[config.mk]
export PLATFORM = sky130hd
export DESIGN_NAME = flash_write_report_framer_flat
export DESIGN_NICKNAME = d
export VERILOG_FILES = /design/src/hw/rtl/fwrf_pkg.sv /design/src/hw/rtl/fwrf_in_if.sv /design/src/hw/rtl/fwrf_out_if.sv /design/src/hw/rtl/fwrf_ctrl.sv /design/src/hw/rtl/fwrf_datapath.sv /design/src/hw/rtl/flash_write_report_framer.sv /design/src/flat_wrapper.sv
export SDC_FILE = /design/constraint.sdc
export NUM_CORES = 1
export LEC_CHECK = 0
export ABC_AREA = 1
export BUFFER_PORTS_ARGS = -buffer_cell sky130_fd_sc_hd__buf_2
export CAP_MARGIN = 20
export CORE_MARGIN = 2
export CORE_UTILIZATION = 40
export CTS_CLUSTER_DIAMETER = 60
export CTS_CLUSTER_SIZE = 12
export DETAILED_ROUTE_END_ITERATION = 12
export GPL_TIMING_DRIVEN = 0
export PLACE_DENSITY_LB_ADDON = 0.08
export SYNTH_ARGS = -nofsm -noshare
export SYNTH_HDL_FRONTEND = slang
export SYNTH_HIERARCHICAL = 1
export SYNTH_SLANG_ARGS = --single-unit
[constraint.sdc]
create_clock -name clk -period 11.09 [get_ports clk]
set_clock_uncertainty 0.1 [all_clocks]
set_input_delay 2.218 -clock clk [delete_from_list [all_inputs] [get_ports clk]]
set_output_delay 2.218 -clock clk [all_outputs]
set_load 0.02 [all_outputs]
[src/hw/rtl/fwrf_pkg.sv]
// Shared constants, types and the CRC step function of the flash write report framer.
package fwrf_pkg;

    localparam int CHUNK_BYTES   = 46;
    localparam int REPORT_BYTES  = 64;
    localparam int PAYLOAD_START = 17;

    localparam int BYTE_W  = 8;
    localparam int IDX_W   = $clog2(REPORT_BYTES);
    localparam int FILL_W  = $clog2(CHUNK_BYTES + 1);
    localparam int ADDR_W  = $clog2(CHUNK_BYTES);
    localparam int CRC_W   = 16;
    localparam int WORD_W  = 32;
    localparam int CFG_IDX_W = 2;

    localparam logic [CRC_W-1:0] CRC_INIT = 16'hFFFF;
    localparam logic [CRC_W-1:0] CRC_POLY = 16'hA001;

    localparam logic [CFG_IDX_W-1:0] CFG_BASE_ADDRESS  = 2'd0;
    localparam logic [CFG_IDX_W-1:0] CFG_IMAGE_LENGTH  = 2'd1;
    localparam logic [CFG_IDX_W-1:0] CFG_REPORT_ID     = 2'd2;
    localparam logic [CFG_IDX_W-1:0] CFG_WRITE_COMMAND = 2'd3;

    localparam logic [BYTE_W-1:0]   RESET_REPORT_ID     = 8'd5;
    localparam logic [2*BYTE_W-1:0] RESET_WRITE_COMMAND = 16'd3;

    // header byte positions
    localparam logic [IDX_W-1:0] POS_ID      = IDX_W'(0);
    localparam logic [IDX_W-1:0] POS_CMD_LO  = IDX_W'(1);
    localparam logic [IDX_W-1:0] POS_CMD_HI  = IDX_W'(2);
    localparam logic [IDX_W-1:0] POS_LEN_LO  = IDX_W'(5);
    localparam logic [IDX_W-1:0] POS_CRC_LO  = IDX_W'(7);
    localparam logic [IDX_W-1:0] POS_CRC_HI  = IDX_W'(8);
    localparam logic [IDX_W-1:0] POS_IMG_B0  = IDX_W'(9);
    localparam logic [IDX_W-1:0] POS_IMG_B1  = IDX_W'(10);
    localparam logic [IDX_W-1:0] POS_IMG_B2  = IDX_W'(11);
    localparam logic [IDX_W-1:0] POS_IMG_B3  = IDX_W'(12);
    localparam logic [IDX_W-1:0] POS_OFS_B0  = IDX_W'(13);
    localparam logic [IDX_W-1:0] POS_OFS_B1  = IDX_W'(14);
    localparam logic [IDX_W-1:0] POS_OFS_B2  = IDX_W'(15);
    localparam logic [IDX_W-1:0] POS_OFS_B3  = IDX_W'(16);
    localparam logic [IDX_W-1:0] POS_PAYLOAD = IDX_W'(PAYLOAD_START);
    localparam logic [IDX_W-1:0] POS_LAST    = IDX_W'(REPORT_BYTES - 1);

    typedef enum logic [1:0] {
        ST_IDLE = 2'b01,
        ST_EMIT = 2'b10
    } fwrf_state_t;

    typedef struct packed {
        logic             accept;
        logic             load;
        logic [IDX_W-1:0] load_idx;
        logic [IDX_W-1:0] rd_idx;
        logic             finish;
    } fwrf_cmd_t;

    typedef struct packed {
        logic close;
        logic out_free;
    } fwrf_status_t;

    function automatic logic [CRC_W-1:0] crc_add(input logic [CRC_W-1:0] crc,
                                                 input logic [BYTE_W-1:0] data);
        logic [CRC_W-1:0] c;
        c = crc ^ {{(CRC_W-BYTE_W){1'b0}}, data};
        for (int b = 0; b < BYTE_W; b++) begin
            c = c[0] ? ((c >> 1) ^ CRC_POLY) : (c >> 1);
        end
        return c;
    endfunction

endpackage

[src/hw/rtl/fwrf_in_if.sv]
// Input item channel: one image byte with its last flag.
interface fwrf_in_if
    import fwrf_pkg::*;
();
    logic              valid;
    logic              ready;
    logic [BYTE_W-1:0] data_byte;
    logic              is_last;

    modport source (output valid, output data_byte, output is_last, input ready);
    modport sink   (input valid, input data_byte, input is_last, output ready);
endinterface

[src/hw/rtl/fwrf_out_if.sv]
// Output item channel: one report byte with position and end flags.
interface fwrf_out_if
    import fwrf_pkg::*;
();
    logic              valid;
    logic              ready;
    logic [BYTE_W-1:0] report_byte;
    logic [IDX_W-1:0]  byte_index;
    logic              end_of_report;
    logic              end_of_image;

    modport source (output valid, output report_byte, output byte_index,
                    output end_of_report, output end_of_image, input ready);
    modport sink   (input valid, input report_byte, input byte_index,
                    input end_of_report, input end_of_image, output ready);
endinterface

[src/hw/rtl/fwrf_ctrl.sv]
// Controller: collect/emit state machine and report byte counter.
module fwrf_ctrl
    import fwrf_pkg::*;
(
    input  logic         clk,
    input  logic         rst_n,
    input  logic         in_valid,
    output logic         in_ready,
    input  fwrf_status_t status,
    output fwrf_cmd_t    cmd
);

    fwrf_state_t      state_reg, state_next;
    logic [IDX_W-1:0] idx_reg, idx_next;
    logic             accept;
    logic             load;

    assign in_ready = (state_reg == ST_IDLE);
    assign accept   = in_valid && in_ready;
    assign load     = (state_reg == ST_EMIT) && status.out_free;

    always_comb
    begin
        state_next = state_reg;
        idx_next   = idx_reg;
        unique case (state_reg)
            ST_IDLE:
            begin
                if (accept && status.close)
                begin
                    state_next = ST_EMIT;
                    idx_next   = '0;
                end
            end
            ST_EMIT:
            begin
                if (load)
                begin
                    idx_next = idx_reg + IDX_W'(1);
                    if (idx_reg == POS_LAST)
                    begin
                        state_next = ST_IDLE;
                    end
                end
            end
            default:
            begin
                state_next = ST_IDLE;
            end
        endcase
    end

    always_ff @(posedge clk or negedge rst_n)
    begin
        if (!rst_n)
        begin
            state_reg <= ST_IDLE;
            idx_reg   <= '0;
        end
        else
        begin
            state_reg <= state_next;
            idx_reg   <= idx_next;
        end
    end

    assign cmd.accept   = accept;
    assign cmd.load     = load;
    assign cmd.load_idx = idx_reg;
    assign cmd.rd_idx   = idx_next;
    assign cmd.finish   = load && (idx_reg == POS_LAST);

    a_close_starts_report: assert property (@(posedge clk) disable iff (!rst_n)
        (accept && status.close) |=> (state_reg == ST_EMIT) && (idx_reg == '0))
        else $error("closing byte did not start a report");

    a_last_byte_ends_report: assert property (@(posedge clk) disable iff (!rst_n)
        cmd.finish |=> (state_reg == ST_IDLE))
        else $error("report did not end after its last byte");

    a_counter_holds_on_stall: assert property (@(posedge clk) disable iff (!rst_n)
        ((state_reg == ST_EMIT) && !load) |=> $stable(idx_reg))
        else $error("byte counter moved while output stalled");

endmodule

[src/hw/rtl/fwrf_datapath.sv]
// Datapath: config registers, chunk memory, CRC, header mux and output register.
module fwrf_datapath
    import fwrf_pkg::*;
(
    input  logic                 clk,
    input  logic                 rst_n,
    input  logic                 cfg_we,
    input  logic [CFG_IDX_W-1:0] cfg_index,
    input  logic [WORD_W-1:0]    cfg_data,
    input  logic [BYTE_W-1:0]    in_byte,
    input  logic                 in_last,
    input  fwrf_cmd_t            cmd,
    output fwrf_status_t         status,
    output logic                 out_valid,
    input  logic                 out_ready,
    output logic [BYTE_W-1:0]    out_byte,
    output logic [IDX_W-1:0]     out_idx,
    output logic                 out_eor,
    output logic                 out_eoi
);

    logic [WORD_W-1:0]   base_reg;
    logic [WORD_W-1:0]   image_len_reg;
    logic [BYTE_W-1:0]   report_id_reg;
    logic [2*BYTE_W-1:0] write_cmd_reg;

    logic [BYTE_W-1:0] chunk_mem [CHUNK_BYTES];
    logic [BYTE_W-1:0] rd_data_reg;

    logic [FILL_W-1:0] fill_reg, fill_next;
    logic [CRC_W-1:0]  crc_reg, crc_next;
    logic [WORD_W-1:0] done_reg, done_next;
    logic              last_reg, last_next;

    logic              out_valid_reg, out_valid_next;
    logic [BYTE_W-1:0] out_byte_reg;
    logic [IDX_W-1:0]  out_idx_reg;
    logic              out_eor_reg;
    logic              out_eoi_reg;

    logic [FILL_W-1:0] fill_inc;
    logic [IDX_W-1:0]  rd_off;
    logic [IDX_W-1:0]  pay_off;
    logic              pay_ok;
    logic [WORD_W-1:0] offset;
    logic [BYTE_W-1:0] byte_val;
    logic              at_last;

    // config writes
    always_ff @(posedge clk or negedge rst_n)
    begin
        if (!rst_n)
        begin
            base_reg      <= '0;
            image_len_reg <= '0;
            report_id_reg <= RESET_REPORT_ID;
            write_cmd_reg <= RESET_WRITE_COMMAND;
        end
        else if (cfg_we)
        begin
            unique case (cfg_index)
                CFG_BASE_ADDRESS:  base_reg      <= cfg_data;
                CFG_IMAGE_LENGTH:  image_len_reg <= cfg_data;
                CFG_REPORT_ID:     report_id_reg <= cfg_data[BYTE_W-1:0];
                CFG_WRITE_COMMAND: write_cmd_reg <= cfg_data[2*BYTE_W-1:0];
                default:           ;
            endcase
        end
    end

    // chunk memory
    always_ff @(posedge clk)
    begin
        if (cmd.accept && (fill_reg < FILL_W'(CHUNK_BYTES)))
        begin
            chunk_mem[fill_reg[ADDR_W-1:0]] <= in_byte;
        end
    end

    assign rd_off = cmd.rd_idx - POS_PAYLOAD;

    always_ff @(posedge clk)
    begin
        if (rd_off < IDX_W'(CHUNK_BYTES))
        begin
            rd_data_reg <= chunk_mem[rd_off[ADDR_W-1:0]];
        end
    end

    // chunk state
    assign fill_inc     = fill_reg + FILL_W'(1);
    assign status.close = (fill_inc == FILL_W'(CHUNK_BYTES)) || in_last;

    always_comb
    begin
        fill_next = fill_reg;
        crc_next  = crc_reg;
        done_next = done_reg;
        last_next = last_reg;
        priority if (cmd.finish)
        begin
            fill_next = '0;
            crc_next  = CRC_INIT;
            done_next = done_reg + WORD_W'(fill_reg);
        end
        else if (cmd.accept)
        begin
            fill_next = fill_inc;
            crc_next  = crc_add(crc_reg, in_byte);
            last_next = in_last;
        end
    end

    always_ff @(posedge clk or negedge rst_n)
    begin
        if (!rst_n)
        begin
            fill_reg <= '0;
            crc_reg  <= CRC_INIT;
            done_reg <= '0;
            last_reg <= 1'b0;
        end
        else
        begin
            fill_reg <= fill_next;
            crc_reg  <= crc_next;
            done_reg <= done_next;
            last_reg <= last_next;
        end
    end

    // report byte select
    assign offset  = base_reg + done_reg;
    assign pay_off = cmd.load_idx - POS_PAYLOAD;
    assign pay_ok  = (cmd.load_idx >= POS_PAYLOAD) && (pay_off < IDX_W'(fill_reg));
    assign at_last = (cmd.load_idx == POS_LAST);

    always_comb
    begin
        unique case (cmd.load_idx)
            POS_ID:     byte_val = report_id_reg;
            POS_CMD_LO: byte_val = write_cmd_reg[BYTE_W-1:0];
            POS_CMD_HI: byte_val = write_cmd_reg[2*BYTE_W-1:BYTE_W];
            POS_LEN_LO: byte_val = BYTE_W'(fill_reg);
            POS_CRC_LO: byte_val = crc_reg[BYTE_W-1:0];
            POS_CRC_HI: byte_val = crc_reg[2*BYTE_W-1:BYTE_W];
            POS_IMG_B0: byte_val = image_len_reg[BYTE_W-1:0];
            POS_IMG_B1: byte_val = image_len_reg[2*BYTE_W-1:BYTE_W];
            POS_IMG_B2: byte_val = image_len_reg[3*BYTE_W-1:2*BYTE_W];
            POS_IMG_B3: byte_val = image_len_reg[4*BYTE_W-1:3*BYTE_W];
            POS_OFS_B0: byte_val = offset[BYTE_W-1:0];
            POS_OFS_B1: byte_val = offset[2*BYTE_W-1:BYTE_W];
            POS_OFS_B2: byte_val = offset[3*BYTE_W-1:2*BYTE_W];
            POS_OFS_B3: byte_val = offset[4*BYTE_W-1:3*BYTE_W];
            default:    byte_val = pay_ok ? rd_data_reg : '0;
        endcase
    end

    // output register
    assign status.out_free = !out_valid_reg || out_ready;

    always_comb
    begin
        priority if (cmd.load)
        begin
            out_valid_next = 1'b1;
        end
        else if (out_ready)
        begin
            out_valid_next = 1'b0;
        end
        else
        begin
            out_valid_next = out_valid_reg;
        end
    end

    always_ff @(posedge clk or negedge rst_n)
    begin
        if (!rst_n)
        begin
            out_valid_reg <= 1'b0;
        end
        else
        begin
            out_valid_reg <= out_valid_next;
        end
    end

    always_ff @(posedge clk)
    begin
        if (cmd.load)
        begin
            out_byte_reg <= byte_val;
            out_idx_reg  <= cmd.load_idx;
            out_eor_reg  <= at_last;
            out_eoi_reg  <= at_last && last_reg;
        end
    end

    assign out_valid = out_valid_reg;
    assign out_byte  = out_byte_reg;
    assign out_idx   = out_idx_reg;
    assign out_eor   = out_eor_reg;
    assign out_eoi   = out_eoi_reg;

    a_fill_in_range: assert property (@(posedge clk) disable iff (!rst_n)
        fill_reg <= FILL_W'(CHUNK_BYTES))
        else $error("chunk fill count out of range");

    a_eor_on_last_index: assert property (@(posedge clk) disable iff (!rst_n)
        (out_valid_reg && out_eor_reg) |-> (out_idx_reg == POS_LAST))
        else $error("end of report flagged away from last position");

    a_eoi_implies_eor: assert property (@(posedge clk) disable iff (!rst_n)
        (out_valid_reg && out_eoi_reg) |-> out_eor_reg)
        else $error("end of image without end of report");

    a_finish_clears_chunk: assert property (@(posedge clk) disable iff (!rst_n)
        cmd.finish |=> (fill_reg == '0) && (crc_reg == CRC_INIT))
        else $error("chunk state not cleared after report");

endmodule

[src/hw/rtl/flash_write_report_framer.sv]
// Top level of the flash write report framer: controller plus datapath.
// A closing byte starts the emit state; report byte 0 is loaded once the output register is free.
// Throughput: one image byte per cycle while a chunk fills; the report's 64 bytes then follow,
// one byte per cycle while the receiver is ready, paced by the single output register.
// Input is held off while a report is emitted; a chunk holds up to 46 bytes.
// Reset: asynchronous, active low; clears chunk state and counters, config registers to defaults.
module flash_write_report_framer
    import fwrf_pkg::*;
(
    input  logic                 clk,
    input  logic                 rst_n,
    input  logic                 cfg_we,
    input  logic [CFG_IDX_W-1:0] cfg_index,
    input  logic [WORD_W-1:0]    cfg_data,
    fwrf_in_if.sink              in_ch,
    fwrf_out_if.source           out_ch
);

    fwrf_cmd_t    cmd;
    fwrf_status_t status;
    logic         in_ready;

    assign in_ch.ready = in_ready;

    fwrf_ctrl u_ctrl (
        .clk      (clk),
        .rst_n    (rst_n),
        .in_valid (in_ch.valid),
        .in_ready (in_ready),
        .status   (status),
        .cmd      (cmd)
    );

    fwrf_datapath u_datapath (
        .clk       (clk),
        .rst_n     (rst_n),
        .cfg_we    (cfg_we),
        .cfg_index (cfg_index),
        .cfg_data  (cfg_data),
        .in_byte   (in_ch.data_byte),
        .in_last   (in_ch.is_last),
        .cmd       (cmd),
        .status    (status),
        .out_valid (out_ch.valid),
        .out_ready (out_ch.ready),
        .out_byte  (out_ch.report_byte),
        .out_idx   (out_ch.byte_index),
        .out_eor   (out_ch.end_of_report),
        .out_eoi   (out_ch.end_of_image)
    );

endmodule

[src/flat_wrapper.sv]
// flat-port wrapper written by rule: the top's interface ports become plain ports
module flash_write_report_framer_flat import fwrf_pkg::*;
  (clk, rst_n, cfg_we, cfg_index, cfg_data, in_ch_valid, in_ch_data_byte, in_ch_is_last, in_ch_ready, out_ch_valid, out_ch_report_byte, out_ch_byte_index, out_ch_end_of_report, out_ch_end_of_image, out_ch_ready);
  fwrf_in_if in_ch_i ();
  fwrf_out_if out_ch_i ();
  input  logic clk;
  input  logic rst_n;
  input  logic cfg_we;
  input  logic [CFG_IDX_W-1:0] cfg_index;
  input  logic [WORD_W-1:0] cfg_data;
  input wire logic [$bits(in_ch_i.valid)-1:0] in_ch_valid;
  input wire logic [$bits(in_ch_i.data_byte)-1:0] in_ch_data_byte;
  input wire logic [$bits(in_ch_i.is_last)-1:0] in_ch_is_last;
  output wire logic [$bits(in_ch_i.ready)-1:0] in_ch_ready;
  output wire logic [$bits(out_ch_i.valid)-1:0] out_ch_valid;
  output wire logic [$bits(out_ch_i.report_byte)-1:0] out_ch_report_byte;
  output wire logic [$bits(out_ch_i.byte_index)-1:0] out_ch_byte_index;
  output wire logic [$bits(out_ch_i.end_of_report)-1:0] out_ch_end_of_report;
  output wire logic [$bits(out_ch_i.end_of_image)-1:0] out_ch_end_of_image;
  input wire logic [$bits(out_ch_i.ready)-1:0] out_ch_ready;
  assign in_ch_i.valid = in_ch_valid;
  assign in_ch_i.data_byte = in_ch_data_byte;
  assign in_ch_i.is_last = in_ch_is_last;
  assign in_ch_ready = in_ch_i.ready;
  assign out_ch_valid = out_ch_i.valid;
  assign out_ch_report_byte = out_ch_i.report_byte;
  assign out_ch_byte_index = out_ch_i.byte_index;
  assign out_ch_end_of_report = out_ch_i.end_of_report;
  assign out_ch_end_of_image = out_ch_i.end_of_image;
  assign out_ch_i.ready = out_ch_ready;
  flash_write_report_framer u_core (.clk(clk), .rst_n(rst_n), .cfg_we(cfg_we), .cfg_index(cfg_index), .cfg_data(cfg_data), .in_ch(in_ch_i), .out_ch(out_ch_i));
endmodule
==> flow_summary_export.csv <==
group,metric,value,unit
setup_path,path_max_fanout,10,
timing,setup_violations,0,
pwr,peakVddDrop,0.0001397,V
synth,avgSynthCellArea,9.533,um2
setup_path,cp_slowest_cell,"o21ai_0",
timing,final-max-slew-violation-count,0,
clocking,path_clk_slew,60,ps
setup_path,path_common_cell,"nand2_1",
min_path,min_to,"u_core/u_datapath/last_reg",
die,io_pins,66,
min_path,hold_path_class,"flop to flop",
timing,whs,387.1,ps
die,rows,93,
placement,place_congestion,0.9390,
clocking,root_buffer,"clkbuf_16",
clocking,ctsHoldBuffers,0,
clocking,post_cts_buffers,0,
routing,wl_per_cell,23.07,um
clocking,clk_latency,630,ps
pwr,clockPowerShare,26.1,%
min_path,holdPathStages,2,
setup_path,crit_type,"input pin to flop",
setup_path,rr_worst_depth,25,
setup_path,crit-reg2reg-launch,"u_core/u_datapath/fill_reg[2]",
synth,ys_ff_latch,544,
clocking,clockBufferDepth,3,
pwr,p_leak,0.01186,uW
routing,num_vias,20390,
pwr,report.power.total,6960,uW
pwr,power_frac_seq,36.3,%
placement,placed_cell_area,27620,um2
synth,syn_inst,2746,
global_routing,grt_max_degree,96,
setup_path,crit_required,11440,ps
die,core-area,64580,um2
synth,yosys.cell_types.count,47,
clocking,cts_tree,"yes",
routing,drt_iter0_markers,1952,
layout,n_antenna_cell,0,
timing,clock.fmax,139.1,MHz
setup_path,r2r_end,"u_core/u_datapath/rd_data_reg[1]",
clocking,numCtsBuffers,56,
synth,netlist_area,26180,um2
die,die_w,259.8,um
setup_path,crit_path_end_kind,"flop",
pwr,internal_power,4095,uW
routing,wl,86.92,mm
setup_path,critPathMaxStageDelay,670,ps
layout,layout-drive-gt1-share,7.655,%
pwr,power_frac_comb,37.6,%
timing,rsz0062_at_grt,"false",
global_routing,grt_use_total,25.80,%
job,cap_viol_max_count,0,
global_routing,antenna_found_initial,0,
global_routing,grt_pass1_vias,19900,
placement,io_buffers,65,
synth,async_flop_share,27.94,%
timing,min_period,7190,ps
timing,hold_viol,0,
synth,yosysWarnings,6,
routing,vias_per_cell,5.411,
setup_path,path_cells,"buf_2 -> inv_1 -> o31ai_1 -> nand2_1 -> nand2_1 -> nand2_1 -> a21oi_1 -> o21ai_0 -> inv_2 -> buf_2 -> clkbuf_1 -> ha_1 -> buf_2 -> inv_1 -> clkbuf_2 -> clkbuf_1 -> o21ai_0 -> o221ai_1 -> o211ai_1 -> nand2_1 -> nand2_1 -> nand2_1",
synth,ys.flop_type,"edfxtp_1",
layout,syn_to_final_growth,12.41,%
timing,maxSlewHeadroom,30.64,%
die,initial_core_util,40.53,%
routing,drc_errors,0,
layout,design_area,29430,um2
placement,hpwl,63.21,mm
synth,synth-edff-count,392,
timing,worst_slew_pin_slew,1040,ps
die,die_area,67510,um2
setup_path,worstPathArrival,7540,ps
layout,largest_reg_flops,368,
clocking,cts_sinks,544,
setup_path,start_kind,"input pin",
min_path,min_from,"u_core/u_datapath/last_reg",
status,status,"complete, no violations",
synth,synth_seq_area_share,59.60,%
setup_path,r2r_setup_slack,4020,ps
die,dieHeight,259.8,um
synth,synth_nets,2849,
routing,ant_nets,0,
timing,fin_tns_setup,0,ps
clocking,htree_levels,2,
pwr,p_switching,2866,uW
clocking,cts_resized,0,
timing,period_share,64.83,%
layout,nFillCells,6292,
layout,nets,2979,
pwr,swShare,41.17,%
global_routing,grt-ovfl-total,0,
pwr,cellPowerDensity,236.5,nW/um2
global_routing,grt_pass1_wl,128.3,mm
routing,drtPass1Iterations,5,
==> cell type report <==
class,instances,area (um2),area share [%]
flip-flops and latches,544,15600,53.02
multi-input cells,1842,9183,31.20
clock inverters,14,172.7,0.5868
well taps,855,1070,3.635
clock buffers,81,1546,5.255
repair buffers,72,455.4,1.548
inverters,254,953.4,3.240
plain buffers,106,445.4,1.514
==> power by group through the flow <==
stage               logic, uW  registers (uW)  clock network (uW)
detailed placement       2580            2570                   0
finish                   2620            2530                1810
floorplan                1490            2530                   0
global placement         2550            2570                   0
global route             2810            2540                1930
CTS                      2580            2530                1850
==> routing by layer <==
metal / GRT usage (%) / part of all wire (%) / vias up
li1: - / - / 9674
met1: 33.65 / 43 / 10000
met2: 45.07 / 50 / 591
met3: 2.827 / 4.7 / 122
met4: 7.902 / 3.0 / 0
met5: 0 / 0 / -
==> cell families after synthesis <==
logic type      share of synthesized area (%)
fa+ha+maj                               2.686
buf+inv                                 5.344
flops                                   59.60
xor+xnor                                1.453
simple gates                            19.17
compound gates                          11.75
==> Yosys cell counts (6+ instances only) <==
library cell	instances	share of area (%)
xor2_1	26	0.87
xnor2_1	10	0.33
nor2_4	6	0.26
dfstp_2	21	2.1
nor2_1	389	5.6
o211ai_1	56	1.6
ha_1	53	2.5
nor3_1	20	0.38
o21ai_1	13	0.25
o22ai_1	50	1.2
nand4_1	28	0.67
o21ai_0	294	5.6
clkbuf_1	79	1.1
edfxtp_1	392	45
dfrtp_1	131	13
nand2_1	598	8.6
buf_2	19	0.36
inv_1	247	3.5
nand3_1	138	2.6
o221ai_1	48	1.6
o21bai_1	6	0.17
a21oi_1	49	0.94
nand3b_1	14	0.40
==> through the flow <==
step           utilization (%)  worst slack, ps  instances
2_1_floorplan                -             5384       2746
4_1_cts                  45.43             3877       3763
5_1_grt                  45.57             3532       3768
3_3_place_gp             42.70             3350       3666
3_5_place_dp             42.77             3233       3668
6_report                 45.57             3900       3768
==> worst max-delay path, delay by kind of cell <==
family	cells	cell delay [ps]
compound gates	6	1580
fa+ha+maj	1	420
buf+inv	9	2590
simple gates	6	690
==> placed cells by master (no fill, tap or decap), drive strengths merged, types with 49 or more instances in the layout <==
| cell type | n |
|---|---|
| a21oi | 49 |
| buf | 98 |
| clkbuf | 161 |
| dfrtp | 131 |
| edfxtp | 392 |
| ha | 53 |
| inv | 252 |
| nand2 | 603 |
| nand3 | 142 |
| nor2 | 400 |
| o211ai | 56 |
| o21ai | 307 |
| o22ai | 50 |
==> worst max path at each step <==
stage                                        startpoint                          endpoint  cells after the start
after floorplan                           in_ch_is_last  u_core/u_datapath/rd_data_reg[0]                     16
after CTS                                 in_ch_is_last  u_core/u_datapath/rd_data_reg[2]                     17
final                                     in_ch_is_last  u_core/u_datapath/rd_data_reg[1]                     22
after global placement                    in_ch_is_last  u_core/u_datapath/rd_data_reg[2]                     17
after detailed placement                  in_ch_is_last  u_core/u_datapath/rd_data_reg[1]                     17
after global routing      u_core/u_datapath/fill_reg[2]  u_core/u_datapath/rd_data_reg[1]                     25
Power figures use the tool's default switching activity.
